File: src/rtl/core/spd_ram.sv
module spd_ram #(
   parameter int WIDTH = 8,
   parameter int DEPTH = 64
) (
   input  logic                     clock,
   input  logic                     wr_en,
   input  logic [$clog2(DEPTH)-1:0] wr_addr,
   input  logic [WIDTH-1:0]         wr_data,
   input  logic [$clog2(DEPTH)-1:0] rd_addr,
   output logic [WIDTH-1:0]         rd_data
);

   logic [WIDTH-1:0] mem_ff [DEPTH];
   logic [WIDTH-1:0] rd_data_ff;

   always_ff @(posedge clock) begin
      if (wr_en) begin
         mem_ff[wr_addr] <= wr_data;
      end
      rd_data_ff <= mem_ff[rd_addr];
   end

   assign rd_data = rd_data_ff;

endmodule

File: config.mk
export PLATFORM = sky130hd
export DESIGN_NAME = spd_ram
export DESIGN_NICKNAME = d
export VERILOG_FILES = /design/src/rtl/core/spd_ram.sv
export SDC_FILE = /design/constraint.sdc
export NUM_CORES = 1
export LEC_CHECK = 0
export BUFFER_PORTS_ARGS = -buffer_cell sky130_fd_sc_hd__buf_2
export CAP_MARGIN = 0
export CORE_MARGIN = 2
export CORE_UTILIZATION = 60
export DETAILED_ROUTE_END_ITERATION = 16
export GPL_TIMING_DRIVEN = 0
export PLACE_DENSITY = 0.75
export SLEW_MARGIN = 20
export SYNTH_ARGS = -nofsm -noshare
export SYNTH_HDL_FRONTEND = slang
export SYNTH_SLANG_ARGS = --single-unit
export TNS_END_PERCENT = 20
File: constraint.sdc
create_clock -name clock -period 2.55 [get_ports clock]
set_clock_uncertainty 0.05 [all_clocks]
set_input_delay 0.1275 -clock clock [delete_from_list [all_inputs] [get_ports clock]]
set_output_delay 0.1275 -clock clock [all_outputs]
set_load 0.01 [all_outputs]
* Yosys cells after proc, flatten, opt, wreduce, memory -nomap -nowiden
Memories as Yosys holds them, arrays and structs flattened. A register that Yosys moved wholly into a read port is not among the register bits. Cells that the tools add are included.
Word-level totals: flip-flop bits (word level) 0, output and inout bits 8, memories kept 1, bits in writable memories 512, bits of input ports 22
Memories:
- mem_ff | words 64, width 8, read ports 1, clocked after memory_dff 1, wr ports 1, RTL line 13 | logic [WIDTH-1:0] mem_ff [DEPTH];
Operators by class: mux-type cells 2
Operator list (number):
- $mux 1 | 2

* Depth between registers and ports, before layout
depth after elaboration 2, mapped depth 9, mapped depth without buffers 5

* Worst setup path after synthesis
OpenSTA, ideal clock, no wires.
path kind input -> register, start point in rd_addr[1], end point reg rd_data_ff[3], in the netlist rd_data[3] (read register of mem_ff), data arrival time 1.667 ns, path buffers 3, stages on the path 7, slack 0.705 ns, data required time 2.372 ns, library setup time 0.128 ns, path through buf_4 buf_2 buf_2 mux4_2 mux4_2 o21ai_1 o41ai_1
RTL lines:
- start: declaration | RTL line 9 | input logic [$clog2(DEPTH)-1:0] rd_addr,
- end: declaration | RTL line 14 | logic [WIDTH-1:0] rd_data_ff;

==> reports/qor.txt <==
status - complete, no violations
Placeable Area - 0.0333 mm²
Final WS setup - 130 ps
Row Count - 67
layout cell share with drive strength beyond 1 - 0.252
Placed Instances - 1,409
Antenna Nets Post-Route - 0
peak supply drop - 0.505 mV
TritonRoute pass-1 iters - 7
Seq cells post-synth - 520
Hold Path Class - in -> reg
# IOs - 30
DP Area - 0.0208 mm²
fin cells - 1,499
top-area cell type share of the netlist area - 0.762
Yosys cell types - 40
hpwl dp - 28.5 mm
post-layout minimum cycle time - 2420 ps
final WL - 46.5 mm
die height - 187 µm
FMAX - 0.413 GHz
max-cap violations - 0
CTS root buf - clkbuf_16
crit path cell chain - buf_2 -> buf_4 -> clkbuf_1 -> buf_2 -> o221ai_1 -> o21a_1 -> o41ai_1
Place WS - -484 ps
Pins Over Slew Limit - 0
Vias - 10.0k
Mapped Cells - 940
largest net degree at the start of global routing - 65
Clock Pin Slew Worst Setup and Hold Paths - 60 ps
routability congestion estimate from global placement - 0.957
Worst Tran Pin Value - 951 ps
Worst-Skew Late Latency - 570 ps
CP Class - in -> reg
Layout fillers - 2,070
full die area - 0.0351 mm²
DR iter-0 viols - 1,217
most frequent CP cell - buf_2
Worst Path Max Fanout - 10
final hold violations - 0
Slew HR - 0.364
number of setup violations in the final report - 0
via/cell ratio - 6.70
Multi-input gate area - 0.00433 mm²
Port Buffers - 21
htree depth - 2
setup bufs post-CTS - 0
Tot GR Track Use - 0.273
nets - 1,034
initial antenna violation count - 2
ANT cells - 0
Final period util - 0.949
number of synthesized flops with an enable pin - 512
Synth Flop Type - edfxtp_1
P per Cell Area - 777 mW/mm²
ys async rst share - 0
Die W - 187 µm
GRT overflow - 0
area leader, netlist - edfxtp_1
routed wire length per instance - 31.0 µm
YS warnings - 0
Critical Path Sink Type - flop
slowest stage delay, CP - 640 ps
area grow syn2layout - 11.1%
leakage - 6.97 nW
CTS buffer count - 49
vias in the first global route - 9,973
# DRC - 0
Avg Inst Size Synth - 21.5 µm²
Synth Cell Area - 0.0202 mm²
first-pass GRT wire length - 68.3 mm
Clock Sinks - 520
RSZ-0062 raised after global routing - no
Seq/Total Area, Yosys - 0.770
CTS max path bufs - 3
main area contributors after synthesis - edfxtp_1 76%, mux4_2 14%, nor2_1 1.5%
Synthesized Nets - 962
post-CTS sizing - 0
WP data required - 2880 ps
initial core utilization - 0.606
arrival time worst endpoint - 2750 ps
Crit-path slowest cell - clkbuf_1
sequential cell area - 0.0155 mm²
Worst setup SP type - primary input
CTS tree - done
cell area after layout - 0.0224 mm²
kinds of logic (layout without fill, tap and decap cells):
family	Yosys count	count (layout)	share of synthesized area
AO/OA/AOI/OAI	54	54	0.0207
buffers and inverters	51	162	0.0157
AND/OR/NAND/NOR	153	153	0.0339
flip-flops	520	520	0.770
multiplexers	162	162	0.159
placed cells by master (no fill, tap or decap), types with 5 or more instances in the layout:
cell type	n
nor3_1	5
nor2_1	83
nand2b_1	7
nor2b_1	14
buf_4	21
clkinv_2	10
clkinv_1	6
buf_2	24
o22ai_1	8
clkbuf_16	51
mux2_2	13
clkbuf_1	30
o221ai_1	8
mux2i_1	23
mux4_2	126
nand2_1	19
nand3_1	13
edfxtp_1	512
a221oi_1	6
dfxtp_1	8
power by group:
part / switching (mW) / internal, mW / total [mW]
Sequential: 0.0176 / 9.46 / 9.48
Combinational: 0.604 / 0.337 / 0.941
Clock: 3.05 / 3.93 / 6.98
Total: 3.67 / 13.7 / 17.4
final timing paths:
path | from | endpoint | slack (ps) | cells past startpoint
worst min register to register | mem_ff[4][7]$_DFFE_PP_ | rd_data[7]$_DFF_P_ | 970 | 4
worst min-delay path | wr_data[3] | mem_ff[51][3]$_DFFE_PP_ | 70 | 1
worst max register to register | mem_ff[3][5]$_DFFE_PP_ | rd_data[5]$_DFF_P_ | 340 | 4
worst max-delay path | rd_addr[2] | rd_data[5]$_DFF_P_ | 130 | 7
sequential cells by signal, summed over array words and instances (netlist names):
signal	count
rd_data	8
mem_ff	512
critical path, delay by kind of cell:
kind,cells,cell delay (ps)
buffers and inverters,4,1620
AOI/OAI and AO/OA,3,990
per-layer routing:
layer | share of wire | track usage | up-vias
li1 | - | - | 4069
met1 | 0.40 | 0.406 | 5273
met2 | 0.46 | 0.408 | 606
met3 | 0.11 | 0.0602 | 91
met4 | 0.034 | 0.0986 | 2
met5 | 0.00034 | 0 | -
stage by stage:
| step | hold slack (ps) | power [mW] | TNS, ps | util |
|---|---|---|---|---|
| after floorplan | 176 | 10.2 | 0 | - |
| after global placement | 473 | 10.6 | -2090 | 0.626 |
| after detailed placement | 471 | 10.6 | -2210 | 0.626 |
| after CTS | 183 | 17.4 | 0 | 0.673 |
| after global routing | 86.8 | 17.8 | 0 | 0.673 |
| final | 68.7 | 17.4 | 0 | 0.673 |
Yosys cell counts, drive strengths merged (4+ instances only):
library cell	instances
nor2b	14
edfxtp	512
o21ai	4
a211oi	4
nor3	7
mux2	13
nor2	83
dfxtp	8
o221ai	8
nand3	13
buf	34
mux4	126
clkbuf	17
o22ai	8
mux2i	23
a221oi	6
nand2	19
nand2b	7
repair_timing:
| item | in CTS | in global routing |
|---|---|---|
| endpoints found under the setup margin | 0 | 1 |
| hold buffers | 1 | 0 |
| hold endpoints to repair | 2 | 0 |
area by class of cell:
class                      count  area share
timing repair buffer          22     0.00603
buffer                        50      0.0140
multi-input combinational    369       0.193
sequential                   520       0.693
clock buffer                  66      0.0604
clock inverter                24     0.00810
tap                          448      0.0250
(Power assumes the default switching activity.)
