**src/rtl/core/spd_pkg.sv**
```systemverilog
package spd_pkg;

   // Store capacity in points.
   localparam int MAX_POINTS = 64;
   localparam int ADDR_W     = (MAX_POINTS > 1) ? $clog2(MAX_POINTS) : 1;
   localparam int CNT_W      = $clog2(MAX_POINTS + 1);

   localparam int COORD_W = 16;
   localparam int MAG_W   = 16;
   localparam int PROD_W  = 2 * MAG_W;
   localparam int DIST_W  = 34;
   localparam int PT_W    = 3 * COORD_W;

   // Configuration register indexes.
   localparam int CSR_IDX_W  = 2;
   localparam int CSR_DATA_W = 16;
   localparam logic [CSR_IDX_W-1:0] CSR_REF_X = 2'd0;
   localparam logic [CSR_IDX_W-1:0] CSR_REF_Y = 2'd1;
   localparam logic [CSR_IDX_W-1:0] CSR_REF_Z = 2'd2;
   localparam logic [CSR_IDX_W-1:0] CSR_DESC  = 2'd3;

   typedef struct packed {
      logic signed [COORD_W-1:0] point_x;
      logic signed [COORD_W-1:0] point_y;
      logic signed [COORD_W-1:0] point_z;
      logic                      last_point;
   } req_type;

   typedef struct packed {
      logic signed [COORD_W-1:0] out_x;
      logic signed [COORD_W-1:0] out_y;
      logic signed [COORD_W-1:0] out_z;
      logic                      last_out;
      logic                      overflowed;
   } rsp_type;

   typedef struct packed {
      logic              done;
      logic [DIST_W-1:0] sq_dist;
   } dist_rsp_type;

   typedef struct packed {
      logic             start;
      logic             first;
      logic             descending;
      logic [CNT_W-1:0] count;
   } sel_req_type;

   typedef struct packed {
      logic              done;
      logic [ADDR_W-1:0] index;
   } sel_rsp_type;

endpackage

```
**src/rtl/core/spd_dist.sv**
```systemverilog
module spd_dist import spd_pkg::*; (
   input  logic                      clock,
   input  logic                      reset,
   input  logic                      start,
   input  req_type                   point,
   input  logic signed [COORD_W-1:0] ref_x,
   input  logic signed [COORD_W-1:0] ref_y,
   input  logic signed [COORD_W-1:0] ref_z,
   output dist_rsp_type              dist_rsp
);

   // Three axes flow through one abs-difference stage, one multiplier and
   // one accumulator; the step counter walks the axes and drains the pipe.
   localparam logic [2:0] STEP_LAST = 3'd4;
   localparam logic [2:0] STEP_ACC0 = 3'd2;

   logic              run_ff, run_in;
   logic [2:0]        step_ff, step_in;
   logic              done_ff, done_in;
   logic [MAG_W-1:0]  mag_ff, mag_in;
   logic [PROD_W-1:0] prod_ff, prod_in;
   logic [DIST_W-1:0] acc_ff, acc_in;

   logic signed [COORD_W-1:0] coord_a;
   logic signed [COORD_W-1:0] coord_r;
   logic signed [COORD_W:0]   diff;
   logic        [COORD_W:0]   neg_diff;

   always_comb begin
      case (step_ff)
         3'd1: begin
            coord_a = point.point_y;
            coord_r = ref_y;
         end
         3'd2: begin
            coord_a = point.point_z;
            coord_r = ref_z;
         end
         default: begin
            coord_a = point.point_x;
            coord_r = ref_x;
         end
      endcase
      diff     = {coord_a[COORD_W-1], coord_a} - {coord_r[COORD_W-1], coord_r};
      neg_diff = (COORD_W+1)'(-diff);
      mag_in   = diff[COORD_W] ? neg_diff[MAG_W-1:0] : diff[MAG_W-1:0];
      prod_in  = PROD_W'(mag_ff) * PROD_W'(mag_ff);
      acc_in   = acc_ff;
      if (run_ff && step_ff >= STEP_ACC0) begin
         acc_in = (step_ff == STEP_ACC0) ? DIST_W'(prod_ff)
                                         : acc_ff + DIST_W'(prod_ff);
      end
   end

   always_comb begin
      run_in  = run_ff;
      step_in = step_ff;
      done_in = 1'b0;
      if (start) begin
         run_in  = 1'b1;
         step_in = '0;
      end else if (run_ff) begin
         step_in = step_ff + 3'd1;
         if (step_ff == STEP_LAST) begin
            run_in  = 1'b0;
            done_in = 1'b1;
         end
      end
   end

   always_ff @(posedge clock) begin
      if (reset) begin
         run_ff  <= 1'b0;
         step_ff <= '0;
         done_ff <= 1'b0;
      end else begin
         run_ff  <= run_in;
         step_ff <= step_in;
         done_ff <= done_in;
      end
   end

   always_ff @(posedge clock) begin
      mag_ff  <= mag_in;
      prod_ff <= prod_in;
      acc_ff  <= acc_in;
   end

   assign dist_rsp.done    = done_ff;
   assign dist_rsp.sq_dist = acc_ff;

endmodule

```
**config.mk**
```make
export PLATFORM = sky130hd
export DESIGN_NAME = spd_dist
export DESIGN_NICKNAME = d
export VERILOG_FILES = /design/src/rtl/core/spd_pkg.sv /design/src/rtl/core/spd_dist.sv
export SDC_FILE = /design/constraint.sdc
export NUM_CORES = 1
export LEC_CHECK = 0
export BUFFER_PORTS_ARGS = -buffer_cell sky130_fd_sc_hd__buf_2
export CAP_MARGIN = 20
export CORE_ASPECT_RATIO = 2
export CORE_MARGIN = 2
export CORE_UTILIZATION = 52
export CTS_CLUSTER_DIAMETER = 100
export DETAILED_ROUTE_END_ITERATION = 10
export MAX_ROUTING_LAYER = met4
export PLACE_DENSITY_LB_ADDON = 0.12
export SLEW_MARGIN = 20
export SYNTH_ARGS = -nofsm -noshare
export SYNTH_HDL_FRONTEND = slang
export SYNTH_SLANG_ARGS = --single-unit
```
**constraint.sdc**
```tcl
create_clock -name clock -period 7.1 [get_ports clock]
set_clock_uncertainty 0.05 [all_clocks]
set_input_delay 1.065 -clock clock [delete_from_list [all_inputs] [get_ports clock]]
set_output_delay 1.065 -clock clock [all_outputs]
set_load 0.005 [all_outputs]
```
# Yosys cells after proc, flatten, opt, wreduce, memory -nomap -nowiden
# Cells that the tools add are included.
[classes]
reduce_logical = 3
n_bitwise = 1
order_cmp = 1
n_eq_ne = 3
n_mux = 8
n_shift = 0
add_sub_neg = 4
mul = 1
div_mod_pow = 0
[op_table]
columns = ["operator", "n"]
rows = [
  ["16-bit one-hot mux with 2 select lines", 2],
  ["34-bit by 32-bit adder with 34-bit output", 1],
  ["16-bit by 16-bit multiplier with 32-bit output", 1],
  ["32-bit two-way mux", 1],
  ["16-bit by 16-bit subtractor with 17-bit output", 1],
  ["16-bit two-way mux", 1],
  ["16-bit negation", 1],
  ["1-bit two-way mux", 4],
  ["3-bit by 1-bit adder with 3-bit output (second input constant)", 1],
  ["3-bit by 1-bit equality test with 1-bit output (second input constant)", 1],
  ["3-bit by 2-bit equality test with 1-bit output (second input constant)", 1],
  ["3-bit equality test (second input constant)", 1],
  ["3-bit by 2-bit greater-or-equal comparator with 1-bit output (second input constant)", 1],
  ["3-bit OR reduction", 1],
  ["2-bit OR reduction", 1],
  ["1-bit logical AND", 1],
  ["1-bit NOT", 1],
]
[totals]
mem_bits_rw = 0
rom_bits = 0
elab_cells = 28
input_bits = 100
register_bits = 87
mem_count = 0
out_inout_bits = 35
latchBits = 0

# Logic depth before layout (Yosys ltp)
[depth]
depth_word = 5
ltp_mapped = 25
ltp_nobuf = 24

# Least setup slack after synthesis
# OpenSTA, ideal clock, no wires.
[synth_path]
kind = "reg2reg"
start = "register mag_ff[4]"
end = "register prod_ff[31]"
required_ps = 6992
stages_incl_launch_ff = 23
path_slack_ps = 845
setup_time_ps = 58
arrival_ps = 6147
path_buffers = 2
synth_period_minus_slack_ps = 6255
cell_sequence = "dfxtp_1 clkbuf_1 clkbuf_1 nand2_1 fa_1 inv_1 fa_1 fa_1 fa_1 fa_1 inv_1 fa_1 inv_1 ha_1 a21o_1 a221oi_1 o211ai_1 o21ai_0 o21bai_1 a21oi_1 o31ai_1 o41ai_1 a31o_2"
[synth_via]
elab_chain_len = 1
[synth_lines]
columns = ["element", "line_no", "source"]
rows = [
  ["start, declared", "spd_dist.sv:20", "logic [MAG_W-1:0] mag_ff, mag_in;"],
  ["start signal, assigned", "spd_dist.sv:84", "mag_ff <= mag_in;"],
  ["16-bit by 16-bit multiplier with 32-bit output", "spd_dist.sv:47", "prod_in = PROD_W'(mag_ff) * PROD_W'(mag_ff);"],
  ["via prod_in[31]", "spd_dist.sv:21", "logic [PROD_W-1:0] prod_ff, prod_in;"],
  ["end signal, assigned", "spd_dist.sv:85", "prod_ff <= prod_in;"],
  ["end, declared", "spd_dist.sv:21", ""],
]
# The timed path passes the listed nets, and every way through them passes these cells.
# A chain may end at the register's enable or synchronous reset.

# Worst setup path after layout
[layout_path]
start = "register mag_ff[8]"
end = "register prod_ff[31]"
# Same word-level chain as after synthesis.

==> impl_metrics.tcl <==
set metrics [dict create \
    hold_buffers 0 \
    ys_ff_latch 86 \
    grt.total_usage_pct 27.2 \
    yosysTopAreaCell "fa_1" \
    yosysTopAreaCellShare_pct 25.1 \
    drc 0 \
    initial_core_util_pct 53.1 \
    layout.nets 2032 \
    root_buffer "clkbuf_16" \
    netlist_area_sq_um 13000 \
    crit_required_ps 7270 \
    cap_violations 0 \
    num_vias 10700 \
    worstPathArrival_ps 6930 \
    crit_fanout 9 \
    postSynthCellCount 1486 \
    postCtsResizedCells 0 \
    synth_edf_count 34 \
    viasPerCell 5.47 \
    fmax_mhz 148 \
    grt_pass1_vias 11300 \
    crit_path_end_kind "register" \
    die-area_sq_um 26400 \
    antenna_cells 0 \
    synth-seq-area-share_pct 15.8 \
    cts_max_level 3 \
    io_buffers 133 \
    routed_wl_um 33800 \
    postRouteAntennaNets 0 \
    clock_latency_ps 350 \
    drtIter0Drc 549 \
    maxSlewHeadroom_pct 48.1 \
    layout_commonest_cell "inv_1" \
    syn_to_final_growth_pct 11.1 \
    grt_max_degree 39 \
    wl_per_cell_um 17.4 \
    cts_made_buffers 9 \
    cts_tree "done" \
    clockBufferDepth 2 \
    core-area_sq_um 24500 \
    synth_fp_nets 1905 \
    first_pass_iters 7 \
    hold_violations 0 \
    dp_hpwl_um 29000 \
    synthArstFlopShare_pct 0 \
    synth_flop_cell "dfxtp_1" \
    start_kind "register" \
    cts.sinks 86 \
    finalCriticalPeriod_ps 6760 \
    dieWidth_um 116 \
    die_y_um 228 \
    mostFrequentLayoutCells "inv_1, fa_1, ha_1" \
    critPathKind "register to register" \
    hp-class "register to register" \
    drive_gt1_share_pct 13.0 \
    rrSetupSlack_ps 340 \
    worst_pin_slew_ps 777 \
    ios 135 \
    antenna_found_initial 0 \
    post_cts_buffers 0 \
    grt_pass1_wl_um 53900 \
    synthTopCellsByArea "fa_1, ha_1, inv_1" \
    gp_congestion 0.964 \
    ys.warnings.count 0 \
    avgSynthCellArea_sq_um 8.76 \
    rows 81 \
    outcome "finished, final reports clean" \
    rsz0062_at_grt "no" \
    drv_slew 0 \
    ys_types 65 \
    grt-ovfl-total 0 \
    path_clk_slew_ps 70 \
    tns_ps 0 \
    worst_slack_ps 342 \
    period_share_pct 95.2 \
    pre_cts_slack_ps 281 \
    setup_viol 0 \
]
-- cells in the mapped netlist (3+ instances only) --
cell	n
a22o_1	17
a21oi_1	90
or2_2	5
fa_1	163
dfxtp_1	52
o41ai_1	4
a41oi_1	3
a22oi_1	19
nand2b_1	9
nor2b_1	13
and2_1	46
o21ai_0	56
o31ai_1	10
inv_1	281
a31oi_1	3
o21a_1	10
nand4_1	4
a31o_2	7
xnor2_1	64
o31a_1	3
a221oi_1	4
nand2_1	151
o21bai_1	5
nand3_1	16
a21o_1	45
xor2_1	24
nor2_1	64
a211oi_1	7
clkbuf_1	45
edfxtp_1	34
nor3_1	16
and3_1	9
ha_1	156
o211ai_1	10
a21boi_0	4
-- worst max-delay path: stages, from the launching register on --
cell	delay, ps
dfxtp_1	440
buf_4	240
nand2_1	110
inv_1	70
fa_1	480
inv_1	50
fa_1	470
inv_1	60
fa_1	500
inv_1	50
fa_1	470
inv_1	60
fa_1	530
inv_1	50
fa_1	580
inv_1	50
ha_1	330
o21ai_0	110
a32o_1	260
nor4bb_1	320
o21ai_0	220
o21bai_1	250
a21oi_2	130
o31ai_1	380
o41ai_1	140
a31o_2	250
-- routing by layer --
metal  track usage, %  vias to the layer above  wire length [um]
met3             2.12                       96               768
met2             54.3                      245             20500
met5                -                        -                 0
li1                 -                     5125                 -
met1             24.1                     5196             10600
met4             13.6                        0              1980
-- cell families (layout without fill, tap and decap cells) --
logic type / after synthesis / after routing / synth area share [%]
simple gates: 348 / 348 / 12.5
buf+inv: 328 / 460 / 9.49
fa+ha+maj: 319 / 319 / 40.1
compound gates: 314 / 314 / 15.9
xor+xnor: 88 / 88 / 5.92
flops: 86 / 86 / 15.8
mux: 3 / 3 / 0.250
-- final timing paths --
| kind | cells after the start | from | endpoint |
|---|---|---|---|
| hold / removal | 2 | prod_ff[0] | acc_ff[0] |
| setup / recovery | 25 | mag_ff[8] | prod_ff[31] |
| setup reg to reg | 25 | mag_ff[8] | prod_ff[31] |
| hold reg to reg | 2 | prod_ff[0] | acc_ff[0] |
-- final cells by class --
cell class | instances | area [sq um]
inverter | 281 | 1050
fill | 2316 | 10100
tap | 332 | 415
timing repair buffer | 163 | 891
clock inverter | 7 | 71.3
multi-input combinational | 1072 | 9740
clock buffer | 9 | 225
sequential | 86 | 2070
-- flip-flops by register name (all words and copies together), names as in the netlist --
register  flops
acc_ff       34
done_ff       1
mag_ff       16
prod_ff      31
run_ff        1
step_ff       3
-- metrics by stage --
stage	cell area, sq um	utilization [%]	cells	hold slack, ps
after global placement	14200	57.7	1934	455
after detailed placement	14200	57.7	1934	460
after CTS	14500	58.9	1950	475
after global routing	14500	59.0	1950	522
final	14500	59.0	1950	470
after floorplan	13000	-	1486	354
Power is not shown: default switching activity piles up to over one toggle a cycle in this logic, so the estimate is an artifact.
