<file path="config.mk">
export PLATFORM = sky130hd
export DESIGN_NAME = spd_sel
export DESIGN_NICKNAME = d
export VERILOG_FILES = /design/src/rtl/core/spd_pkg.sv /design/src/rtl/core/spd_sel.sv
export SDC_FILE = /design/constraint.sdc
export NUM_CORES = 1
export LEC_CHECK = 0
export ABC_AREA = 1
export BUFFER_PORTS_ARGS = -buffer_cell sky130_fd_sc_hd__buf_2
export CELL_PAD_IN_SITES_DETAIL_PLACEMENT = 0
export CELL_PAD_IN_SITES_GLOBAL_PLACEMENT = 1
export CORE_ASPECT_RATIO = 1.1
export CORE_UTILIZATION = 46
export DETAILED_ROUTE_END_ITERATION = 10
export GPL_TIMING_DRIVEN = 0
export PLACE_DENSITY = 0.8
export SLEW_MARGIN = 0
export SYNTH_ARGS = -nofsm -noshare
export SYNTH_HDL_FRONTEND = slang
export SYNTH_SLANG_ARGS = --single-unit
</file>
<file path="constraint.sdc">
create_clock -name clock -period 4.11 [get_ports clock]
set_input_delay 0 -clock clock [delete_from_list [all_inputs] [get_ports clock]]
set_output_delay 0 -clock clock [all_outputs]
set_load 0.05 [all_outputs]
</file>
<file path="src/rtl/core/spd_pkg.sv">
package spd_pkg;

   // Store capacity in points.
   localparam int MAX_POINTS = 64;
   localparam int ADDR_W     = (MAX_POINTS > 1) ? $clog2(MAX_POINTS) : 1;
   localparam int CNT_W      = $clog2(MAX_POINTS + 1);

   localparam int COORD_W = 16;
   localparam int MAG_W   = 16;
   localparam int PROD_W  = 2 * MAG_W;
   localparam int DIST_W  = 34;
   localparam int PT_W    = 3 * COORD_W;

   // Configuration register indexes.
   localparam int CSR_IDX_W  = 2;
   localparam int CSR_DATA_W = 16;
   localparam logic [CSR_IDX_W-1:0] CSR_REF_X = 2'd0;
   localparam logic [CSR_IDX_W-1:0] CSR_REF_Y = 2'd1;
   localparam logic [CSR_IDX_W-1:0] CSR_REF_Z = 2'd2;
   localparam logic [CSR_IDX_W-1:0] CSR_DESC  = 2'd3;

   typedef struct packed {
      logic signed [COORD_W-1:0] point_x;
      logic signed [COORD_W-1:0] point_y;
      logic signed [COORD_W-1:0] point_z;
      logic                      last_point;
   } req_type;

   typedef struct packed {
      logic signed [COORD_W-1:0] out_x;
      logic signed [COORD_W-1:0] out_y;
      logic signed [COORD_W-1:0] out_z;
      logic                      last_out;
      logic                      overflowed;
   } rsp_type;

   typedef struct packed {
      logic              done;
      logic [DIST_W-1:0] sq_dist;
   } dist_rsp_type;

   typedef struct packed {
      logic             start;
      logic             first;
      logic             descending;
      logic [CNT_W-1:0] count;
   } sel_req_type;

   typedef struct packed {
      logic              done;
      logic [ADDR_W-1:0] index;
   } sel_rsp_type;

endpackage

</file>
<file path="src/rtl/core/spd_sel.sv">
module spd_sel import spd_pkg::*; (
   input  logic              clock,
   input  logic              reset,
   input  sel_req_type       sel_req,
   input  logic [DIST_W-1:0] rd_dist,
   output logic [ADDR_W-1:0] rd_addr,
   output sel_rsp_type       sel_rsp
);

   // One pass over the stored distances finds the next entry in sorted
   // order: the best entry that still comes after the previous winner,
   // where equal distances are ordered by index.
   logic              issue_ff, issue_in;
   logic [CNT_W-1:0]  cnt_ff, cnt_in;
   logic              rd_valid_ff, rd_valid_in;
   logic              rd_last_ff, rd_last_in;
   logic [ADDR_W-1:0] rd_idx_ff;
   logic              done_ff, done_in;
   logic              desc_ff, desc_in;
   logic              best_valid_ff, best_valid_in;
   logic [DIST_W-1:0] best_dist_ff, best_dist_in;
   logic [ADDR_W-1:0] best_idx_ff, best_idx_in;
   logic              prev_valid_ff, prev_valid_in;
   logic [DIST_W-1:0] prev_dist_ff, prev_dist_in;
   logic [ADDR_W-1:0] prev_idx_ff, prev_idx_in;

   logic [CNT_W-1:0] cnt_next;
   logic             eligible;
   logic             better;

   assign cnt_next = cnt_ff + CNT_W'(1);

   always_comb begin
      eligible = !prev_valid_ff
              || (desc_ff ? (rd_dist < prev_dist_ff) : (rd_dist > prev_dist_ff))
              || ((rd_dist == prev_dist_ff) && (rd_idx_ff > prev_idx_ff));
      better   = !best_valid_ff
              || (desc_ff ? (rd_dist > best_dist_ff) : (rd_dist < best_dist_ff));
   end

   always_comb begin
      issue_in      = issue_ff;
      cnt_in        = cnt_ff;
      desc_in       = desc_ff;
      best_valid_in = best_valid_ff;
      best_dist_in  = best_dist_ff;
      best_idx_in   = best_idx_ff;
      prev_valid_in = prev_valid_ff;
      prev_dist_in  = prev_dist_ff;
      prev_idx_in   = prev_idx_ff;
      rd_valid_in   = issue_ff;
      rd_last_in    = issue_ff && (cnt_next == sel_req.count);
      done_in       = rd_valid_ff && rd_last_ff;

      if (issue_ff) begin
         cnt_in = cnt_next;
         if (cnt_next == sel_req.count) begin
            issue_in = 1'b0;
         end
      end

      if (rd_valid_ff && eligible && better) begin
         best_valid_in = 1'b1;
         best_dist_in  = rd_dist;
         best_idx_in   = rd_idx_ff;
      end

      if (done_ff) begin
         prev_valid_in = 1'b1;
         prev_dist_in  = best_dist_ff;
         prev_idx_in   = best_idx_ff;
      end

      if (sel_req.start) begin
         issue_in      = 1'b1;
         cnt_in        = '0;
         desc_in       = sel_req.descending;
         best_valid_in = 1'b0;
         if (sel_req.first) begin
            prev_valid_in = 1'b0;
         end
      end
   end

   always_ff @(posedge clock) begin
      if (reset) begin
         issue_ff      <= 1'b0;
         cnt_ff        <= '0;
         rd_valid_ff   <= 1'b0;
         rd_last_ff    <= 1'b0;
         done_ff       <= 1'b0;
         desc_ff       <= 1'b0;
         best_valid_ff <= 1'b0;
         prev_valid_ff <= 1'b0;
      end else begin
         issue_ff      <= issue_in;
         cnt_ff        <= cnt_in;
         rd_valid_ff   <= rd_valid_in;
         rd_last_ff    <= rd_last_in;
         done_ff       <= done_in;
         desc_ff       <= desc_in;
         best_valid_ff <= best_valid_in;
         prev_valid_ff <= prev_valid_in;
      end
   end

   always_ff @(posedge clock) begin
      rd_idx_ff    <= cnt_ff[ADDR_W-1:0];
      best_dist_ff <= best_dist_in;
      best_idx_ff  <= best_idx_in;
      prev_dist_ff <= prev_dist_in;
      prev_idx_ff  <= prev_idx_in;
   end

   assign rd_addr       = cnt_ff[ADDR_W-1:0];
   assign sel_rsp.done  = done_ff;
   assign sel_rsp.index = best_idx_ff;

endmodule

</file>
Yosys cells after proc, flatten, opt, wreduce, memory -nomap -nowiden --
Index checks and enable logic that the tools add are counted.
Storage, ports and cells: logic and storage cells 40, input bits 46, bits in registers 100, output and inout bits 13
Operators by class: magnitude comparators 5, $add $sub $neg 1, mux-type cells 8, reduce and logical (&&, ||, !) cells 11, equal/unequal tests 2
Operators with widths (count):
- 34-bit > comparator | 2
- 34-bit < comparator | 2
- 34-bit == test | 1
- 1-bit 2-to-1 mux | 8
- 7-bit by 1-bit adder with 7-bit output, second input constant | 1
- 7-bit == test | 1
- 6-bit > comparator | 1
- 1-bit logical AND | 5
- 1-bit logical OR | 3
- 1-bit logical NOT | 2
- 2-bit OR reduction | 1

Longest topological paths before layout --
depth after elaboration 6, gate-level depth with buffers 16, gate-level depth less buffers 16

Worst setup path after synthesis --
OpenSTA, ideal clock, no wires.
path kind register -> register, start point register best_dist_ff[25], end point register best_dist_ff[0], enable pin, required time 3672 ps, library setup time 438 ps, setup slack 581 ps, cell stages (with the launch flop) 13, buffers on the path 0, arrival time 3091 ps, period minus slack after synthesis 3529 ps, path through edfxtp_1 > inv_1 > ha_1 > nand2_1 > nor2_1 > nand4_1 > nor2_1 > o2111ai_1 > nand3_1 > nand2_1 > nand2_1 > nor2_1 > nor2_1
On the way: word-level cells in the longest chain between the ends 4, elaborated cells on any way between the ends 5, classes of those cells order compare (2); mux (1); reduce/logical (2)
RTL lines:
- start, declared | line spd_sel.sv:21 | logic [DIST_W-1:0] best_dist_ff, best_dist_in;
- start signal, assigned | line spd_sel.sv:109 | best_dist_ff <= best_dist_in;
- 34-bit < comparator / 34-bit > comparator (equally long branches) | line spd_sel.sv:38 | || (desc_ff ? (rd_dist > best_dist_ff) : (rd_dist < best_dist_ff));
- 1-bit 2-to-1 mux * | line spd_sel.sv:38
- 1-bit logical OR * | line spd_sel.sv:38
- 1-bit logical AND * | line spd_sel.sv:62 | if (rd_valid_ff && eligible && better) begin
Mark *: on every way between the ends. The rest lies on a longest branch, timed or not. A chain may end at the register's enable or synchronous reset.

Worst setup path in the final report --
start point register best_dist_ff[33], end point register best_dist_ff[28], enable pin
The elaborated chain is that of the path after synthesis.

==> impl_metrics.tcl <==
set metrics [dict create \
    status "finished clean" \
    ir_drop_mv 0.199 \
    start_kind "flip-flop" \
    finalHoldViolCount 0 \
    p_clk_frac 0.373 \
    drt_iter0_markers 135 \
    cts_tree "yes" \
    critPathMaxFanout 30 \
    cp_common_cell "nand2_1" \
    setup_tns_ns 0 \
    cts-root-buf "clkbuf_16" \
    synth_edf_count 80 \
    p_comb_frac 0.113 \
    dp.final_hpwl_um 7360 \
    ys.flop_type "edfxtp_1" \
    synth-seq-area-share 0.529 \
    vias 3676 \
    die_y_um 115 \
    design_area_um2 6520 \
    min_period_ns 2.64 \
    layout.nets 747 \
    min_to "rd_last_ff$_SDFF_PP0_" \
    setup_slack_ns 1.47 \
    ant_nets 0 \
    wl_per_cell_um 12.5 \
    fin_cells 778 \
    slew_viol_final 0 \
    vias_per_cell 4.72 \
    die_x_um 104 \
    dp.cells 722 \
    antenna_found_initial 0 \
    p_leak_nw 3.06 \
    async_flop_share 0 \
    ys_types 28 \
    htreeDepth 3 \
    rsz0062_at_grt "false" \
    core_um2 11100 \
    cts_buffers 9 \
    clock_sinks 100 \
    synth_area_um2 5300 \
    cp-end-kind "flip-flop" \
    required_ns 4.15 \
    timing.fmax_ghz 0.379 \
    worstReg2RegEnd "best_dist_ff[28]$_DFFE_PP_" \
    start_util 0.479 \
    avgSynthCellArea_um2 10.3 \
    hold_class "input port to flip-flop" \
    grt_max_degree 31 \
    num_io_pins 59 \
    r2r_slack_ns 1.47 \
    r2r-start "best_dist_ff[33]$_DFFE_PP_" \
    slew_headroom 0.555 \
    drive_gt1_frac 0.158 \
    post-route-period-util 0.643 \
    clkTransAtPathRegs_ns 0.07 \
    final_common_cell "inv_1" \
    drc 0 \
    power_density_nw_per_um2 340 \
    antenna_cells 0 \
    die_area_um2 11900 \
    hold_depth 5 \
    final_cell_mix "inv_1 (102), nand2_1 (95), edfxtp_1 (80)" \
    p_switching_uw 558 \
    place_congestion 0.757 \
    swShare 0.252 \
    rr_worst_depth 13 \
    ys_ff_latch 100 \
    worstPathCellList "inv_1 -> ha_1 -> nand2_1 -> nor2_1 -> nand2_1 -> nor2_1 -> o2111ai_1 -> nand3_1 -> nand2_1 -> nand2_1 -> nor2_1 -> nor2_4 -> buf_12" \
    cell_internal_pwr_mw 1.66 \
    yosys_warnings 0 \
    n_fill_cell 952 \
    track_usage 0.184 \
    critPathArrivalTime_ns 2.68 \
    firstDrtPassIters 4 \
    p_seq_frac 0.514 \
    skew_ns 0.00902 \
    setup_viol 0 \
    synth_nets 636 \
    placed_area_um2 5830 \
    path_buf_inv 2 \
    areaGrowthSynthToFinish_pct 23.1 \
    numPortBuffers 58 \
    cp_slowest_stage_delay_ns 0.36 \
    fin_total_pwr_mw 2.22 \
    critPathTopFamily "simple AND/OR/NAND/NOR gates" \
    critPathKind "flip-flop to flip-flop" \
    clock_path_buffers 2 \
    routed_wl_um 9740 \
    grt_pass1_wl_um 16900 \
    grt_pass1_vias 3830 \
    overflow 0 \
    drv_cap 0 \
    synthesis.instances 515 \
    tightest_slew_ns 0.668 \
    post-place-ws_ns 1.42 \
    clk_latency_ns 0.35 \
    min_from "sel_req[5]" \
    cpMaxStageDelayCell "edfxtp_1" \
    rows 40 \
]
[worst max path at each step]
| stage | start | end | depth (start not counted) |
|---|---|---|---|
| after global routing | best_dist_ff[33]$_DFFE_PP_ | best_dist_ff[28]$_DFFE_PP_ | 13 |
| after CTS | best_dist_ff[33]$_DFFE_PP_ | best_dist_ff[12]$_DFFE_PP_ | 13 |
| after floorplan | best_dist_ff[25]$_DFFE_PP_ | best_dist_ff[0]$_DFFE_PP_ | 12 |
| after detailed placement | best_dist_ff[33]$_DFFE_PP_ | best_dist_ff[22]$_DFFE_PP_ | 13 |
| final | best_dist_ff[33]$_DFFE_PP_ | best_dist_ff[28]$_DFFE_PP_ | 13 |
| after global placement | best_dist_ff[33]$_DFFE_PP_ | best_dist_ff[29]$_DFFE_PP_ | 12 |
[sequential cells by signal, summed over array words and instances (netlist names), 6 cells and up]
signal,count
best_dist_ff,34
best_idx_ff,6
cnt_ff,7
prev_dist_ff,34
prev_idx_ff,6
rd_idx_ff,6
[kinds of logic after synthesis]
logic type                 synth area share
adders and majority gates             0.177
xor gates and xnor gates             0.0229
DFF                                   0.529
AOI/OAI and AO/OA                    0.0576
buffers and inverters                0.0829
and+or+nand+nor                       0.130
[power groups by stage]
stage | clock network [mW] | logic, mW | registers, mW
finish | 0.827 | 0.250 | 1.14
detailed placement | 0 | 0.224 | 1.16
floorplan | 0 | 0.133 | 1.17
global route | 0.884 | 0.287 | 1.14
global placement | 0 | 0.211 | 1.16
CTS | 0.845 | 0.255 | 1.14
[cells in the mapped netlist, types with 2 or more instances]
library cell | number | area share
nand3_2 | 3 | 0.0057
dfxtp_1 | 20 | 0.076
ha_1 | 75 | 0.18
nor3_2 | 2 | 0.0038
xor2_1 | 7 | 0.012
inv_1 | 102 | 0.072
nor2_2 | 3 | 0.0035
o21ai_0 | 12 | 0.011
nor3_1 | 2 | 0.0019
a21o_1 | 2 | 0.0028
nand2_2 | 4 | 0.0047
nor2_1 | 36 | 0.026
edfxtp_1 | 80 | 0.45
xnor2_1 | 5 | 0.0083
buf_4 | 7 | 0.0099
nand4_1 | 3 | 0.0035
o211ai_1 | 2 | 0.0028
nand2_1 | 95 | 0.067
a21oi_1 | 35 | 0.033
nand3_1 | 10 | 0.0094
o21a_1 | 3 | 0.0043
[layout make-up]
class / instances / area (um^2) / area share
sequential: 100 / 2800 / 0.430
multi-input combinational: 305 / 2060 / 0.316
timing repair buffer: 100 / 738 / 0.113
inverter: 102 / 383 / 0.0587
clock buffer: 9 / 225 / 0.0345
tap: 147 / 184 / 0.0282
clock inverter: 7 / 66.3 / 0.0102
buffer: 8 / 56.3 / 0.00864
[per-stage QoR]
stage                     hold slack [ns]   util
after global routing               0.0662  0.589
after floorplan                    0.0708      -
final                              0.0486  0.589
after CTS                          0.0415  0.589
after global placement              0.178  0.522
after detailed placement            0.184  0.527
[metal layers]
layer | routed length [um] | GRT usage
met5 | 0 | 0
met1 | 4440 | 0.219
met3 | 260 | 0.0290
met4 | 189 | 0.0762
met2 | 4860 | 0.331
[worst register-to-register path, cell delays in order, from the launching register on]
cell and delay (ns):
edfxtp_1 0.36, inv_1 0.05, ha_1 0.28, nand2_1 0.07
nor2_1 0.15, nand2_1 0.12, nor2_1 0.25, o2111ai_1 0.15
nand3_1 0.14, nand2_1 0.06, nand2_1 0.05, nor2_1 0.06
nor2_4 0.32, buf_12 0.27
[repair_timing]
| item | 4_1_cts | 5_1_grt |
|---|---|---|
| hold endpoints to repair | 40 | 0 |
| resized for setup | 0 | 0 |
| buffers inserted | 0 | 0 |
| hold buffers | 40 | 0 |
Power figures use the tool's default switching activity.
